## src/design/stft_ram.sv

```systemverilog
// ----------------------------------------------------------------------------
// stft_ram: generic single-port-write, registered-read RAM
// One write and one read address per cycle, read data in the following cycle.
// ----------------------------------------------------------------------------
module stft_ram #(
   parameter int WIDTH = 16,
   parameter int DEPTH = 64
) (
   input  logic                     clock,
   input  logic                     wr_en,
   input  logic [$clog2(DEPTH)-1:0] wr_addr,
   input  logic [WIDTH-1:0]         wr_data,
   input  logic [$clog2(DEPTH)-1:0] rd_addr,
   output logic [WIDTH-1:0]         rd_data
);

   logic [WIDTH-1:0] mem_ff [DEPTH];
   logic [WIDTH-1:0] rd_data_ff;

   // Write port and registered read port
   always_ff @(posedge clock) begin
      if (wr_en) mem_ff[wr_addr] <= wr_data;
      rd_data_ff <= mem_ff[rd_addr];
   end

   assign rd_data = rd_data_ff;

endmodule

```

## config.mk

```make
export PLATFORM = sky130hd
export DESIGN_NAME = stft_ram
export DESIGN_NICKNAME = d
export VERILOG_FILES = /design/src/design/stft_ram.sv
export SDC_FILE = /design/constraint.sdc
export NUM_CORES = 1
export LEC_CHECK = 0
export BUFFER_PORTS_ARGS = -buffer_cell sky130_fd_sc_hd__buf_2
export CAP_MARGIN = 10
export CORE_MARGIN = 1
export CORE_UTILIZATION = 43
export CTS_BUF_LIST = sky130_fd_sc_hd__clkbuf_8
export DETAILED_ROUTE_END_ITERATION = 6
export PLACE_DENSITY = 0.62
export SLEW_MARGIN = 15
export SYNTH_ARGS = -nofsm -noshare
export SYNTH_HDL_FRONTEND = slang
export SYNTH_SLANG_ARGS = --single-unit
```

## constraint.sdc

```tcl
create_clock -name clock -period 4.17 [get_ports clock]
set_input_delay 0 -clock clock [delete_from_list [all_inputs] [get_ports clock]]
set_output_delay 0 -clock clock [all_outputs]
set_load 0.005 [all_outputs]
```

Word-level counts from Yosys, hierarchy flattened --
Memory sizes are Yosys's and may differ from the RTL's. A register that Yosys moved wholly into a read port is not among the register bits. Cells that the tools add are included.
Storage, ports and cells: memories kept 1, register bits 0, RAM bits 1024, word-level logic and storage cells 3, output and inout port bits 16
Memory list:
- mem_ff | words 64, bits a word 16, rd ports 1, clocked after memory_dff 1, write ports 1, RTL line 17 | logic [WIDTH-1:0] mem_ff [DEPTH];
Cells by class: muxes and demuxes 2
Operators with widths (count):
- two-way mux 1 bit | 2

Longest topological paths before layout --
depth in word-level cells 2, gate-level depth with buffers 10, depth with buffers taken out 5

Worst setup path after synthesis --
No wires, ideal clock.
kind input port to flip-flop, from input wr_addr[3], to memory mem_ff[48][0], enable pin, cell stages on the path 4, buffers on the path 1, arrival 1626 ps, setup slack 2135 ps, library setup time 409 ps, path through clkbuf_1 > nor2b_1 > nand4b_1 > nor3_1
RTL lines:
- start: declaration | RTL line 11 | input logic [$clog2(DEPTH)-1:0] wr_addr,
- end: declaration | RTL line 17
Straight into the memory's write port.

Worst setup path in the final report --
from input wr_addr[4], to memory mem_ff[48][2], enable pin
Straight into the memory's write port.

==> impl_results.md <==
* Critical Path RT at about 4.6 ns
* IO Port Bufs at 45
* Worst path most repeated cell: dlygate4sd3_1
* Min-delay src: rd_addr[3]
* Die Area at between 0.09 and 0.1 mm²
* Slowest cell on crit path: dlygate4sd3_1
* CTS clk-pin slew, worst paths at about 0.06 ns
* Average routed wire per standard cell at roughly 28 µm
* Relative slew slack at 23.9%
* Async S/R FF share, synth at 0%
* Post-synthesis cell area at 0.0400 mm²
* Layout fillers at between 7000 and 8000
* Syn nets at 1859
* Fin. max-slew vios at 0
* DRT antenna net count at 0
* Worst Max-Slew Pin Slew at 1.14 ns
* Post-synthesis sequential area ratio at between 70% and 80%
* 1st-pass router iterations at 5
* TNS Setup at 0 ns
* Final Cycle Share at between 50% and 60%
* Max Cap Viol at 0
* Vias at slightly below 20000
* Cell accounting for the most synthesized area: edfxtp_1
* Post-Route Skew at 0.0352 ns
* EDFF count, synth at around 1000
* Post-synth top area share at 76.8%
* Die Height at 307 µm
* GPL Wtd Cong at around 0.82
* Hold Crit Class: in -> reg
* RSZ-0062 raised after global routing: false
* Final Hold Viols at 0
* P&R area growth vs syn at 13.0%
* Crit path from: wr_addr[4]
* Dpl cells at 3114
* Dpl ws at about 1.2 ns
* Hold_buf cts at 25
* Htree depth at 4
* Most frequent cell after synthesis: edfxtp_1
* Origin of the critical flop-to-flop path: mem_ff[7][13]$_DFFE_PP_
* Row cnt at 111
* Setup CP Type: in -> reg
* Largest net degree at the start of global routing at 73
* Pwr dens at around 460 mW/mm²
* Ports at 46
* Syn Area/Cell at about 22 µm²
* CP Buf/Inv Count at 3
* Setup Buffers After CTS at 0
* Fmax at approximately 420 MHz
* Initial detailed-routing violation count at between 2000 and 2500
* Worst skew pair latency at between 0.8 and 0.9 ns
* Nets at between 2000 and 2500
* CP Launch Type: input pin
* Final cell count without fillers at between 3000 and 4000
* HPWL Detailed at between 50 and 60 mm
* Final setup viols at 0
* Top cells by count, synth: edfxtp_1 (1024), mux4_2 (220), mux2i_1 (85), nor2_1 (72), nand2_1 (59)
* Global-route usage over all layers at a little over 20%
* Crit-path max FO at 16
* Total grt overflow at 0
* Chip Width at ~310 µm
* Clk sinks at 1040
* Vias in the first global route at around 20000
* Resized Gates After CTS at 0
* Top post-synthesis cells by area: edfxtp_1 (77%), mux4_2 (12%), mux2i_1 (2.1%)
* Post-layout util at around half
* Ys flop type: edfxtp_1
* Distinct cell type count of the synthesized netlist at 43
* Min Tclk post-route at ~2.4 ns
* CTS tree: yes
* Via/cell ratio at 5.70
* Worst Slack Setup Final at roughly 1.8 ns
* Leak at 0.0146 µW
* Residual DRC at 0
* Root Buffer: clkbuf_8
* Crit-path leading delay family: buffers and inverters
* Status: finished clean
* Max clock buf depth at 3
* Max IR drop VDD at about 0.28 mV
* Share of post-route cells with drive strength above 1 at between 20% and 30%
* Final WL at between 90 and 100 mm
* Starting Density at between 40% and 50%
* Crit end category: flop
* CTS Buf Count at 166
* CP arrival at ~2.8 ns
* CP cell instances: dlygate4sd3_1 -> buf_2 -> nand4b_1 -> nor3_4 -> dlygate4sd3_1
* Post-Syn Instances at 1829
* Core area at between 0.09 and 0.1 mm²
* Synth warnings at 0
* Initial antenna violation count at 7
* First-pass GRT wire length at 139 mm
* #FFs+latches synth at 1040
* CP max stage delay at 1.32 ns
## routing by layer
metal	up-vias	part of all wire (%)	global-route usage [%]
met3	148	8.4	3.65
met1	10400	42	30.0
met2	858	47	31.5
li1	8176	-	-
met5	-	0.041	0
met4	6	2.6	7.30
## report_power, final
part	internal, µW	leakage [µW]	switching (µW)
sequential	11600	0.00935	56.5
combinational	395	0.00344	670
clock	4030	0.00176	3890
total	16000	0.0146	4620
## metrics by stage
stage	hold WS (ns)	area, µm²	total power (µW)
floorplan	0.0989	40000	12400
global placement	0.406	42000	12900
detailed placement	0.409	42000	12900
CTS	0.0182	45200	20800
global route	0.0850	45200	21300
finish	0.104	45300	20600
## kinds of logic (layout without fill, tap and decap cells)
family	Yosys count	count (layout)	synth area share, %
multiplexers	336	336	15.5
AO/OA/AOI/OAI	129	129	2.41
AND/OR/NAND/NOR	220	220	2.65
flip-flops	1040	1040	77.6
other	0	3	0
buffers and inverters	104	462	1.83
## worst min-delay path, delay by kind of cell
family	cells	cell delay, ns
muxes	1	0.30
and+or+nand+nor	3	0.31
buffers and inverters	1	0.25
## path summary, 6_finish.rpt
check                                                to  slack [ns]  cells after the start
worst max-delay path            mem_ff[48][2]$_DFFE_PP_        1.77                      5
worst min-delay path                rd_data[14]$_DFF_P_        0.10                      5
worst max register to register      rd_data[13]$_DFF_P_        1.87                      5
worst min register to register       rd_data[5]$_DFF_P_        0.85                      4
## sequential cells by signal (all words and copies together), names as in the netlist
signal	count
rd_data	16
mem_ff	1024
## cell usage in the layout, fill, tap and decap left out, types with 12 or more instances in the layout
cell,Yosys,layout
buf_2,36,42
dfxtp_1,16,16
edfxtp_1,1024,1024
dlygate4sd3_1,0,25
buf_4,13,94
mux2i_1,85,85
clkinv_1,0,31
a22oi_1,39,39
a221oi_1,16,16
inv_1,0,60
nand2_1,59,59
nor2_1,72,67
nor2b_1,30,27
mux2_2,27,27
clkbuf_8,0,177
nand3_1,24,24
a21oi_1,17,17
mux4_2,220,220
nand4_1,12,12
## final cells by class
type	instances	area, µm²	share of cell area [%]
diodes	3	7.51	0.0166
clock buffers	176	2420	5.35
clock inverters	115	572	1.26
multi-input cells	685	8280	18.3
flip-flops and latches	1040	31100	68.7
well taps	1243	1560	3.44
repair buffers	171	1350	2.97
(Power assumes the default switching activity.)
